### src/rtl/htach_pkg.sv
// Shared types and constants for the hall tachometer with idle timeout.
// No dependencies; imported by every module of the block.
package htach_pkg;

    localparam int ACTION_W     = 2;
    localparam int CAPTURE_W    = 16;
    localparam int PERIOD_W     = 16;
    localparam int TIME_W       = 13;
    localparam int DELAY_W      = 11;
    localparam int SPEED_W      = 16;
    localparam int TOTAL_W      = 32;
    localparam int TIMEOUT_W    = 20;
    localparam int APB_DATA_W   = 32;
    localparam int APB_ADDR_W   = 2;

    localparam logic [ACTION_W-1:0] ACT_HALL   = 2'd0;
    localparam logic [ACTION_W-1:0] ACT_BUTTON = 2'd1;
    localparam logic [ACTION_W-1:0] ACT_TICK   = 2'd2;

    localparam logic [APB_ADDR_W-1:0] ADDR_IDLE_TIMEOUT = 2'd0;

    localparam logic [TIMEOUT_W-1:0] IDLE_RESET_LENGTH = 20'd50000;

    // Divider: numerator of the speed figure, quotient width and step count
    localparam int DIV_Q_W    = 20;
    localparam int DIV_CNT_W  = 5;
    localparam logic [DIV_Q_W-1:0]   SPEED_NUMERATOR = 20'd600000;
    localparam logic [DIV_CNT_W-1:0] DIV_STEPS       = 5'd20;
    localparam logic [SPEED_W-1:0]   SPEED_MAX       = 16'hFFFF;

    // ticks / 12 = ((ticks >> 2) * THIRD_RECIP) >> 16, exact for the 14-bit range
    localparam int QUARTER_W = 14;
    localparam int RECIP_W   = 15;
    localparam int PROD_W    = QUARTER_W + RECIP_W;
    localparam int RECIP_SH  = 16;
    localparam logic [RECIP_W-1:0] THIRD_RECIP = 15'd21846;

    typedef struct packed {
        logic reload;
        logic tick;
    } idle_ctrl_t;

endpackage

### src/rtl/hall_tachometer_with_idle_timeout.sv
// Top level: hall tachometer with idle timeout, APB register and sequencer.
// Depends on htach_pkg, htach_div and htach_idle.
//
//  port group   direction  transfer when
//  in_*         input      in_valid && in_ready
//  out_*        output     out_valid && out_ready
//  APB          input      psel && penable && pwrite (pready tied high)
//
// A hall edge goes through these steps after its transfer: the capture difference at the
// transfer, the scaling multiply, the launch of the divider, 20 divider steps, taking
// the quotient and loading the result. A zero revolution time skips the divider.
// Button presses, loop ticks and unused codes go straight to loading the result.
// Reset clears all held values and loads the countdown with 50000.
// in_ready is high only while the sequencer is idle; a result waiting on
// out_ready holds the next result in the sequencer until the output frees.
module hall_tachometer_with_idle_timeout (
    input  logic                                clk,
    input  logic                                rst_n,
    input  logic                                psel,
    input  logic                                penable,
    input  logic                                pwrite,
    input  logic [htach_pkg::APB_ADDR_W-1:0]    paddr,
    input  logic [htach_pkg::APB_DATA_W-1:0]    pwdata,
    output logic [htach_pkg::APB_DATA_W-1:0]    prdata,
    output logic                                pready,
    input  logic                                in_valid,
    output logic                                in_ready,
    input  logic [htach_pkg::ACTION_W-1:0]      action,
    input  logic [htach_pkg::CAPTURE_W-1:0]     capture_count,
    output logic                                out_valid,
    input  logic                                out_ready,
    output logic [htach_pkg::PERIOD_W-1:0]      period_ticks,
    output logic [htach_pkg::TIME_W-1:0]        revolution_time,
    output logic [htach_pkg::DELAY_W-1:0]       display_delay,
    output logic [htach_pkg::SPEED_W-1:0]       speed_value,
    output logic [htach_pkg::TOTAL_W-1:0]       tick_total,
    output logic                                sleep_request
);
    import htach_pkg::*;

    typedef enum logic [2:0] {
        S_IDLE,
        S_SCALE,
        S_LAUNCH,
        S_DIV,
        S_FINISH
    } state_t;

    state_t               state_reg, state_next;
    logic [TIMEOUT_W-1:0] timeout_reg, timeout_next;
    logic [CAPTURE_W-1:0] last_cap_reg, last_cap_next;
    logic [PERIOD_W-1:0]  period_reg, period_next;
    logic [TIME_W-1:0]    time_reg, time_next;
    logic [SPEED_W-1:0]   speed_reg, speed_next;
    logic [TOTAL_W-1:0]   total_reg, total_next;
    logic                 sleep_reg, sleep_next;
    logic                 ov_reg, ov_next;
    logic [PERIOD_W-1:0]  o_period_reg, o_period_next;
    logic [TIME_W-1:0]    o_time_reg, o_time_next;
    logic [DELAY_W-1:0]   o_delay_reg, o_delay_next;
    logic [SPEED_W-1:0]   o_speed_reg, o_speed_next;
    logic [TOTAL_W-1:0]   o_total_reg, o_total_next;
    logic                 o_sleep_reg, o_sleep_next;

    logic                 in_xfer;
    logic                 cfg_wr;
    logic [PERIOD_W-1:0]  ticks;
    logic [PROD_W-1:0]    scale_prod;
    idle_ctrl_t           idle_ctrl;
    logic                 idle_sleep;
    logic                 div_start;
    logic                 div_busy;
    logic                 div_done;
    logic [DIV_Q_W-1:0]   div_q;

    assign in_ready = (state_reg == S_IDLE);
    assign in_xfer  = in_valid && in_ready;
    assign cfg_wr   = psel && penable && pwrite && (paddr == ADDR_IDLE_TIMEOUT);
    assign pready   = 1'b1;
    assign prdata   = {{(APB_DATA_W-TIMEOUT_W){1'b0}}, timeout_reg};

    assign ticks      = capture_count - last_cap_reg;
    assign scale_prod = PROD_W'(period_reg[PERIOD_W-1:2]) * PROD_W'(THIRD_RECIP);

    always_comb
    begin
        idle_ctrl.reload = in_xfer && (action == ACT_HALL || action == ACT_BUTTON);
        idle_ctrl.tick   = in_xfer && (action == ACT_TICK);
    end

    htach_idle u_idle (
        .clk         (clk),
        .rst_n       (rst_n),
        .ctrl        (idle_ctrl),
        .timeout_len (timeout_reg),
        .sleep       (idle_sleep)
    );

    htach_div u_div (
        .clk      (clk),
        .rst_n    (rst_n),
        .start    (div_start),
        .dividend (SPEED_NUMERATOR),
        .divisor  (time_reg),
        .busy     (div_busy),
        .done     (div_done),
        .quotient (div_q)
    );

    always_comb
    begin
        state_next    = state_reg;
        timeout_next  = timeout_reg;
        last_cap_next = last_cap_reg;
        period_next   = period_reg;
        time_next     = time_reg;
        speed_next    = speed_reg;
        total_next    = total_reg;
        sleep_next    = sleep_reg;
        ov_next       = ov_reg;
        o_period_next = o_period_reg;
        o_time_next   = o_time_reg;
        o_delay_next  = o_delay_reg;
        o_speed_next  = o_speed_reg;
        o_total_next  = o_total_reg;
        o_sleep_next  = o_sleep_reg;
        div_start     = 1'b0;

        if (cfg_wr)
        begin
            timeout_next = pwdata[TIMEOUT_W-1:0];
        end

        if (ov_reg && out_ready)
        begin
            ov_next = 1'b0;
        end

        unique case (state_reg)
            S_IDLE:
            begin
                if (in_xfer)
                begin
                    sleep_next = idle_sleep;
                    if (action == ACT_HALL)
                    begin
                        period_next   = ticks;
                        last_cap_next = capture_count;
                        total_next    = total_reg + TOTAL_W'(ticks);
                        state_next    = S_SCALE;
                    end
                    else
                    begin
                        state_next = S_FINISH;
                    end
                end
            end
            S_SCALE:
            begin
                time_next  = scale_prod[RECIP_SH +: TIME_W];
                state_next = S_LAUNCH;
            end
            S_LAUNCH:
            begin
                if (time_reg == '0)
                begin
                    speed_next = '0;
                    state_next = S_FINISH;
                end
                else
                begin
                    div_start  = 1'b1;
                    state_next = S_DIV;
                end
            end
            S_DIV:
            begin
                if (div_done)
                begin
                    if (div_q > DIV_Q_W'(SPEED_MAX))
                    begin
                        speed_next = SPEED_MAX;
                    end
                    else
                    begin
                        speed_next = div_q[SPEED_W-1:0];
                    end
                    state_next = S_FINISH;
                end
            end
            S_FINISH:
            begin
                if (!ov_reg || out_ready)
                begin
                    ov_next       = 1'b1;
                    o_period_next = period_reg;
                    o_time_next   = time_reg;
                    o_delay_next  = time_reg[TIME_W-1:2];
                    o_speed_next  = speed_reg;
                    o_total_next  = total_reg;
                    o_sleep_next  = sleep_reg;
                    state_next    = S_IDLE;
                end
            end
            default:
            begin
                state_next = S_IDLE;
            end
        endcase
    end

    always_ff @(posedge clk or negedge rst_n)
    begin
        if (!rst_n)
        begin
            state_reg    <= S_IDLE;
            timeout_reg  <= IDLE_RESET_LENGTH;
            last_cap_reg <= '0;
            period_reg   <= '0;
            time_reg     <= '0;
            speed_reg    <= '0;
            total_reg    <= '0;
            sleep_reg    <= 1'b0;
            ov_reg       <= 1'b0;
            o_period_reg <= '0;
            o_time_reg   <= '0;
            o_delay_reg  <= '0;
            o_speed_reg  <= '0;
            o_total_reg  <= '0;
            o_sleep_reg  <= 1'b0;
        end
        else
        begin
            state_reg    <= state_next;
            timeout_reg  <= timeout_next;
            last_cap_reg <= last_cap_next;
            period_reg   <= period_next;
            time_reg     <= time_next;
            speed_reg    <= speed_next;
            total_reg    <= total_next;
            sleep_reg    <= sleep_next;
            ov_reg       <= ov_next;
            o_period_reg <= o_period_next;
            o_time_reg   <= o_time_next;
            o_delay_reg  <= o_delay_next;
            o_speed_reg  <= o_speed_next;
            o_total_reg  <= o_total_next;
            o_sleep_reg  <= o_sleep_next;
        end
    end

    assign out_valid       = ov_reg;
    assign period_ticks    = o_period_reg;
    assign revolution_time = o_time_reg;
    assign display_delay   = o_delay_reg;
    assign speed_value     = o_speed_reg;
    assign tick_total      = o_total_reg;
    assign sleep_request   = o_sleep_reg;

    a_done_in_div: assert property (@(posedge clk) disable iff (!rst_n)
        div_done |-> state_reg == S_DIV)
        else $error("divider result outside divide state");

    a_delay_match: assert property (@(posedge clk) disable iff (!rst_n)
        ov_reg |-> display_delay == revolution_time[TIME_W-1:2])
        else $error("display delay inconsistent with revolution time");

    a_speed_zero: assert property (@(posedge clk) disable iff (!rst_n)
        ov_reg && revolution_time == '0 |-> speed_value == '0)
        else $error("speed non-zero for zero revolution time");

    a_div_idle: assert property (@(posedge clk) disable iff (!rst_n)
        state_reg == S_IDLE |-> !div_busy)
        else $error("divider running while sequencer idle");

endmodule

### src/rtl/htach_div.sv
// Iterative restoring divider, one quotient bit per cycle.
// Depends on htach_pkg.
module htach_div (
    input  logic                             clk,
    input  logic                             rst_n,
    input  logic                             start,
    input  logic [htach_pkg::DIV_Q_W-1:0]    dividend,
    input  logic [htach_pkg::TIME_W-1:0]     divisor,
    output logic                             busy,
    output logic                             done,
    output logic [htach_pkg::DIV_Q_W-1:0]    quotient
);
    import htach_pkg::*;

    logic [DIV_Q_W-1:0]   q_reg, q_next;
    logic [TIME_W:0]      rem_reg, rem_next;
    logic [TIME_W-1:0]    dsr_reg, dsr_next;
    logic [DIV_CNT_W-1:0] cnt_reg, cnt_next;
    logic                 busy_reg, busy_next;
    logic                 done_reg, done_next;
    logic [TIME_W:0]      rem_sh;
    logic [TIME_W:0]      rem_sub;

    always_comb
    begin
        rem_sh    = {rem_reg[TIME_W-1:0], q_reg[DIV_Q_W-1]};
        rem_sub   = rem_sh - {1'b0, dsr_reg};
        q_next    = q_reg;
        rem_next  = rem_reg;
        dsr_next  = dsr_reg;
        cnt_next  = cnt_reg;
        busy_next = busy_reg;
        done_next = 1'b0;
        if (start)
        begin
            q_next    = dividend;
            rem_next  = '0;
            dsr_next  = divisor;
            cnt_next  = DIV_STEPS;
            busy_next = 1'b1;
        end
        else if (busy_reg)
        begin
            if (rem_sh >= {1'b0, dsr_reg})
            begin
                rem_next = rem_sub;
                q_next   = {q_reg[DIV_Q_W-2:0], 1'b1};
            end
            else
            begin
                rem_next = rem_sh;
                q_next   = {q_reg[DIV_Q_W-2:0], 1'b0};
            end
            cnt_next = cnt_reg - 1'b1;
            if (cnt_reg == DIV_CNT_W'(1))
            begin
                busy_next = 1'b0;
                done_next = 1'b1;
            end
        end
    end

    always_ff @(posedge clk or negedge rst_n)
    begin
        if (!rst_n)
        begin
            q_reg    <= '0;
            rem_reg  <= '0;
            dsr_reg  <= '0;
            cnt_reg  <= '0;
            busy_reg <= 1'b0;
            done_reg <= 1'b0;
        end
        else
        begin
            q_reg    <= q_next;
            rem_reg  <= rem_next;
            dsr_reg  <= dsr_next;
            cnt_reg  <= cnt_next;
            busy_reg <= busy_next;
            done_reg <= done_next;
        end
    end

    assign busy     = busy_reg;
    assign done     = done_reg;
    assign quotient = q_reg;

    a_start_idle: assert property (@(posedge clk) disable iff (!rst_n)
        start |-> !busy_reg)
        else $error("divider started while busy");

    a_done_ends: assert property (@(posedge clk) disable iff (!rst_n)
        done_reg |-> !busy_reg && $past(busy_reg))
        else $error("divider done without a run");

    a_rem_bound: assert property (@(posedge clk) disable iff (!rst_n)
        busy_reg |-> rem_reg < {1'b0, dsr_reg})
        else $error("partial remainder out of range");

endmodule

### src/rtl/htach_idle.sv
// Inactivity countdown: reload on activity, decrement on loop ticks, raise sleep at zero.
// Depends on htach_pkg.
module htach_idle (
    input  logic                              clk,
    input  logic                              rst_n,
    input  htach_pkg::idle_ctrl_t             ctrl,
    input  logic [htach_pkg::TIMEOUT_W-1:0]   timeout_len,
    output logic                              sleep
);
    import htach_pkg::*;

    logic [TIMEOUT_W-1:0] cnt_reg, cnt_next;
    logic [TIMEOUT_W-1:0] dec;

    always_comb
    begin
        sleep    = 1'b0;
        cnt_next = cnt_reg;
        dec      = cnt_reg - 1'b1;
        if (ctrl.reload)
        begin
            cnt_next = timeout_len;
        end
        else if (ctrl.tick)
        begin
            if (cnt_reg == '0)
            begin
                sleep    = 1'b1;
                cnt_next = timeout_len;
            end
            else if (dec > timeout_len)
            begin
                cnt_next = timeout_len;
            end
            else
            begin
                cnt_next = dec;
            end
        end
    end

    always_ff @(posedge clk or negedge rst_n)
    begin
        if (!rst_n)
        begin
            cnt_reg <= IDLE_RESET_LENGTH;
        end
        else
        begin
            cnt_reg <= cnt_next;
        end
    end

    a_one_event: assert property (@(posedge clk) disable iff (!rst_n)
        !(ctrl.reload && ctrl.tick))
        else $error("reload and tick together");

    a_tick_bound: assert property (@(posedge clk) disable iff (!rst_n)
        ctrl.tick |=> cnt_reg <= $past(timeout_len))
        else $error("countdown above timeout after tick");

    a_sleep_reload: assert property (@(posedge clk) disable iff (!rst_n)
        sleep |=> cnt_reg == $past(timeout_len))
        else $error("countdown not reloaded on sleep");

endmodule
### config.mk
export PLATFORM = sky130hd
export DESIGN_NAME = hall_tachometer_with_idle_timeout
export DESIGN_NICKNAME = d
export VERILOG_FILES = /design/src/rtl/htach_pkg.sv /design/src/rtl/hall_tachometer_with_idle_timeout.sv /design/src/rtl/htach_div.sv /design/src/rtl/htach_idle.sv
export SDC_FILE = /design/constraint.sdc
export NUM_CORES = 1
export LEC_CHECK = 0
export BUFFER_PORTS_ARGS = -buffer_cell sky130_fd_sc_hd__buf_2
export CORE_UTILIZATION = 35
export CTS_CLUSTER_SIZE = 14
export DETAILED_ROUTE_END_ITERATION = 12
export PLACE_DENSITY = 0.54
export SLEW_MARGIN = 20
export SYNTH_ARGS = -nofsm -noshare
export SYNTH_HDL_FRONTEND = slang
export SYNTH_SLANG_ARGS = --single-unit
export TNS_END_PERCENT = 10
### constraint.sdc
create_clock -name clk -period 7.14 [get_ports clk]
set_clock_uncertainty 0.1 [all_clocks]
set_input_delay 0.714 -clock clk [delete_from_list [all_inputs] [get_ports clk]]
set_output_delay 0.714 -clock clk [all_outputs]
set_load 0.02 [all_outputs]
Word-level counts from Yosys, hierarchy flattened
Index checks and enable logic that the tools add are counted.

storage, ports and cells
  output and inout port bits = 124
  flip-flop bits (word level) = 280
  word-level logic and storage cells = 101
  input port bits = 59

cells by class
  $mul = 1
  mux-type cells = 36
  $lt $le $gt $ge = 3
  $add $sub $neg = 5
  equality and inequality tests = 11
  reduce and logical (&&, ||, !) cells = 23

operators with widths
  cell                      number
  $mux W20                  6
  $mux W16                  3
  $mux W13                  3
  $add A32 B16 Y32          1
  $pmux W16 S2              1
  $mul A14 B14 Y28 const B  1
  $gt A20 B16 Y1 const B    1
  $gt A20 B20 Y1            1
  $logic_not A20 Y1         1
  $sub A20 B1 Y20 const B   1
  $sub A16 B16 Y16          1
  $mux W1                   15
  $mux W3                   5
  $pmux W3 S5               1
  $ge A14 B13 Y1            1
  $logic_not A13 Y1         1
  $sub A13 B13 Y13          1
  $mux W5                   2
  $reduce_and A3 Y1         3
  $logic_and A1 B1 Y1       7
  $eq A3 B2 Y1 const B      2
  $reduce_bool A2 Y1        3
  $eq A5 B1 Y1 const B      1
  $sub A5 B1 Y5 const B     1
  other kinds (11)          16

Logic depth before layout (Yosys ltp)
  depth in word-level cells = 6
  gate-level depth with buffers = 20
  mapped depth without buffers = 20

Cells and area by module
A second synthesis with hierarchy kept.

second synthesis, totals
  cell total of the unflattened synthesis = 1,712
  area total of the unflattened synthesis = 17,779.6 µm²

by module, submodules not included
  module                             area each (µm²)  instances  cells each
  hall_tachometer_with_idle_timeout  12,494.5         1          1,124
  htach_div                          3,150.5          1          330
  htach_idle                         2,134.5          1          258

Worst setup path before layout
Ideal clock, no wire load.

  path kind = flip-flop to flip-flop
  start = register period_reg[6]
  end = register time_reg[12]
  period minus slack after synthesis = 5,252 ps
  buffers on the path = 0
  slack = 1,888 ps
  cell stages (with the launch flop) = 20
  arrival time = 5,088 ps
  cells stage by stage = dfrtp_1 ha_1 inv_1 fa_1 fa_1 inv_1 fa_1 inv_1 fa_1 inv_1 ha_1 ha_1 a211o_1 and3_1 a221o_1 nor3_1 a21oi_1 o41a_1 nor4_1 a211o_1

on the way
  cells in the longest elaborated chain, start to end = 1

ends and longest elaborated chain
  what                      RTL line                                  text
  start: declaration        hall_tachometer_with_idle_timeout.sv:52   logic [PERIOD_W-1:0] period_reg, period_next;
  start signal: assignment  hall_tachometer_with_idle_timeout.sv:237  period_reg <= period_next;
  $mul A14 B14 Y28          hall_tachometer_with_idle_timeout.sv:83   assign scale_prod = PROD_W'(period_reg[PERIOD_W-1:2]) * PROD_W'(THIRD_RECIP);
  end signal: assignment    hall_tachometer_with_idle_timeout.sv:238  time_reg <= time_next;
  end: declaration          hall_tachometer_with_idle_timeout.sv:53   logic [TIME_W-1:0] time_reg, time_next;

Every way passes these cells.
A chain may end at the register's enable or synchronous reset.

Worst setup path after layout
  start = register u_idle.cnt_reg[6]
  end = register u_idle.cnt_reg[3]

on the way
  cells in the longest elaborated chain, start to end = 6
  elaborated cells on any way between the ends = 7

ends and longest elaborated chain
  what                      RTL line          text
  start: declaration        htach_idle.sv:12  logic [TIMEOUT_W-1:0] cnt_reg, cnt_next;
  start signal: assignment  htach_idle.sv:50  cnt_reg <= cnt_next;
  $sub A20 B1 Y20           htach_idle.sv:19  dec = cnt_reg - 1'b1;
  $gt A20 B20 Y1            htach_idle.sv:31  else if (dec > timeout_len)
  $mux W20                  htach_idle.sv:31
  $mux W20 *                htach_idle.sv:26  if (cnt_reg == '0)
  $mux W20 *                htach_idle.sv:24  else if (ctrl.tick)
  $mux W20 *                htach_idle.sv:20  if (ctrl.reload)

Mark *: on every way between the ends. The rest lies on a longest branch, timed or not. The select of a mux whose other input is x is not followed.

==> impl_metrics.yaml <==
clock_tree:
  clock_latency_ns: 0.53
  cts-resized-gates: 0
  clk_pin_slew_worst_paths_ns: 0.05
  clock_sinks: 269
  clockBufferDepth: 3
  cts-buffers-inserted: 34
  hold_buffers: 0
  cts_setup_buffers: 0
  htreeDepth: 2
  root_buffer: "clkbuf_16"
  cts_tree: "built"
synthesis:
  ys_ff_latch: 269
  synth_top_family_by_area: "adder cells"
  async_flop_share_pct: 100
  synth_top_cell_by_area: "dfrtp_1"
  synthXorXnorAreaFrac_pct: 4.26
  synth-main-ff-cell: "dfrtp_1"
  synth_area_sq_mm: 0.0171
  ys_types: 68
  ys_seq_area_share_pct: 39.5
  avgSynthCellArea_sq_um: 10.0
  synth_top_area_share_pct: 37.7
  synth_area_leaders: "dfrtp_1 (38%), ha_1 (12%), fa_1 (7.0%), mux2_2 (6.4%), nand2_1 (4.3%)"
  synth.area.mux_share_pct: 8.40
  synthAdderAreaFrac_pct: 18.7
  yosysWarnings: 0
  synth-compound-area-share_pct: 11.2
  synth-simple-area-share_pct: 11.1
  synth-edff-count: 0
  syn-instance-count: 1698
timing:
  tightest_slew_ns: 1.08
  drv_slew: 0
  timing.slew.headroom_pct: 28.2
  hold-worst-slack_ns: 0.112
  finalHoldViolations: 0
  post-route-period-util_pct: 81.2
  fmax_mhz: 173
  finalCriticalPeriod_ns: 5.80
  finalSetupViolCount: 0
  setup_ws_ns: 1.34
  rsz0062_at_grt: "no"
  tns_ns: 0
drt:
  ant_nets: 0
  via_per_inst: 4.95
  wire_per_inst_um: 15.7
  drc: 0
  dr.first_iter.drc_count: 552
  wl_um: 38700
  vias: 12200
  drtPass1Iterations: 4
global_route:
  grt_pass1_vias: 12300
  antenna_found_initial: 1
  track_usage_pct: 15.8
  grt-ovfl-total: 0
  grt_start_max_net_pins: 116
  grt_pass1_wl_um: 63200
die:
  std_cell_rows: 80
  coreArea_sq_mm: 0.0479
  fp.dieH_um: 223
  dieArea_sq_mm: 0.0496
  pin_count: 183
  die_w_um: 223
  initial_core_util_pct: 35.6
setup_path:
  setup.worst_path.start_class: "flip-flop"
  critPathKind: "flip-flop to flip-flop"
  cp.required_ns: 7.41
  crit_fanout: 25
  crit_arrival_ns: 6.06
  slowest_stage: "a211oi_4"
  cp_cell_sequence: "or4_4 -> nor4_1 -> nand2_1 -> or3_1 -> nor3_1 -> xor2_1 -> ha_1 -> nand4_1 -> or2_2 -> nor3_1 -> o21a_1 -> or4b_1 -> a211oi_4 -> buf_4 -> mux2i_1 -> a2bb2oi_1"
  slowest_delay_ns: 0.69
  crit_path_end_kind: "flip-flop"
  critical_path.most_common_cell: "nor3_1"
place:
  port-buffer-count: 157
  dp_hpwl_um: 28800
  gp_congestion: 0.848
  place_ws_ns: 1.31
final_layout:
  area_growth_pct: 14.3
  n_antenna_cell: 0
  regArea_sq_mm: 0.00675
  final_net_count: 2105
  multi_input_area_sq_mm: 0.00923
  drive_gt1_share_pct: 18.9
  fillCellCount: 4671
run:
  drv_cap: 0
status:
  status: "finished, final reports clean"
min_path:
  hold_class: "input port to asynchronous set/reset pin"
## metrics by stage
| stage | cell area [sq um] | util [%] | cells |
|---|---|---|---|
| 2_1_floorplan | 17100 | - | 1709 |
| 3_3_place_gp | 18300 | 38.2 | 2405 |
| 3_5_place_dp | 18300 | 38.2 | 2405 |
| 4_1_cts | 19500 | 40.6 | 2463 |
| 5_1_grt | 19500 | 40.7 | 2464 |
| 6_report | 19500 | 40.7 | 2464 |
## area by class of cell
class / count / area share [%]
Clock buffer: 46 / 5.08
Multi-Input combinational cell: 1163 / 47.4
Tap cell: 615 / 3.95
Inverter: 193 / 3.71
Sequential cell: 269 / 34.6
Clock inverter: 12 / 0.866
Timing Repair Buffer: 166 / 4.45
## logic make-up (layout without fill, tap and decap cells)
kind of cell    Yosys count  in the layout
simple gates            406            406
compound gates          311            311
buf+inv                 277            417
flops                   269            269
fa+ha+maj               219            219
mux                     131            131
xor+xnor                 83             83
other cells               2             13
## synth_stat cells, drive strengths merged, types with 5 or more instances
master and instances:
and3 9, dfrtp 257, clkbuf 55, nor2 65, o211ai 8, o21ai 129, dfstp 12, nor2b 10
a211oi 8, or2 11, nand3 24, a21oi 63, xnor2 43, mux2 97, fa 60, nor3 20
buf 29, inv 193, mux2i 34, or4 5, ha 159, nand2b 8, or3 7, nand4 14
a2bb2oi 5, a31oi 10, a21o 24, and2 8, nor4 15, nand2 195, o21a 10, o2111ai 5
o311ai 12, xor2 40
## final timing paths
kind | startpoint | slack (ns) | end | depth (start not counted)
min in group clk | capture_count[15] | 0.30 | last_cap_reg[15]$_DFFE_PN0P_ | 3
hold / removal | rst_n | 0.11 | timeout_reg[1]$_DFFE_PN0P_ | 1
setup reg to reg | u_idle.cnt_reg[6]$_DFFE_PN1P_ | 1.34 | u_idle.cnt_reg[3]$_DFFE_PN0P_ | 16
hold reg to reg | speed_reg[1]$_DFFE_PN0P_ | 0.37 | speed_reg[1]$_DFFE_PN0P_ | 2
setup / recovery | u_idle.cnt_reg[6]$_DFFE_PN1P_ | 1.34 | u_idle.cnt_reg[3]$_DFFE_PN0P_ | 16
max in group asynchronous | rst_n | 5.28 | u_div.busy$_DFF_PN0_ | 2
## worst max-delay path: cells and delay by family (launching register included)
family                     cells  cell delay [ns]
adders and majority gates      1             0.26
buffers and inverters          1             0.42
and+or+nand+nor                9             3.17
xor gates and xnor gates       1             0.19
DFF                            1             0.38
AOI/OAI and AO/OA              3             0.87
muxes                          1             0.22
## metal layers
metal | wire length (um) | GRT usage (%)
met4 | 914 | 4.69
met5 | 13 | 0
met2 | 18000 | 26.1
met3 | 1670 | 3.68
met1 | 18100 | 20.6
## cells in the final DEF (no fill, tap or decap), drive strengths merged, types with 24 or more instances in the layout
| cell | count |
|---|---|
| nand2 | 195 |
| xnor2 | 43 |
| nor2 | 65 |
| o21ai | 129 |
| a21o | 24 |
| nand3 | 24 |
| inv | 193 |
| dfrtp | 257 |
| mux2 | 97 |
| mux2i | 34 |
| xor2 | 40 |
| clkbuf | 46 |
| ha | 159 |
| buf | 166 |
| a21oi | 63 |
| fa | 60 |
Power is not shown: default switching activity piles up to over one toggle a cycle in this logic, so the estimate is an artifact.
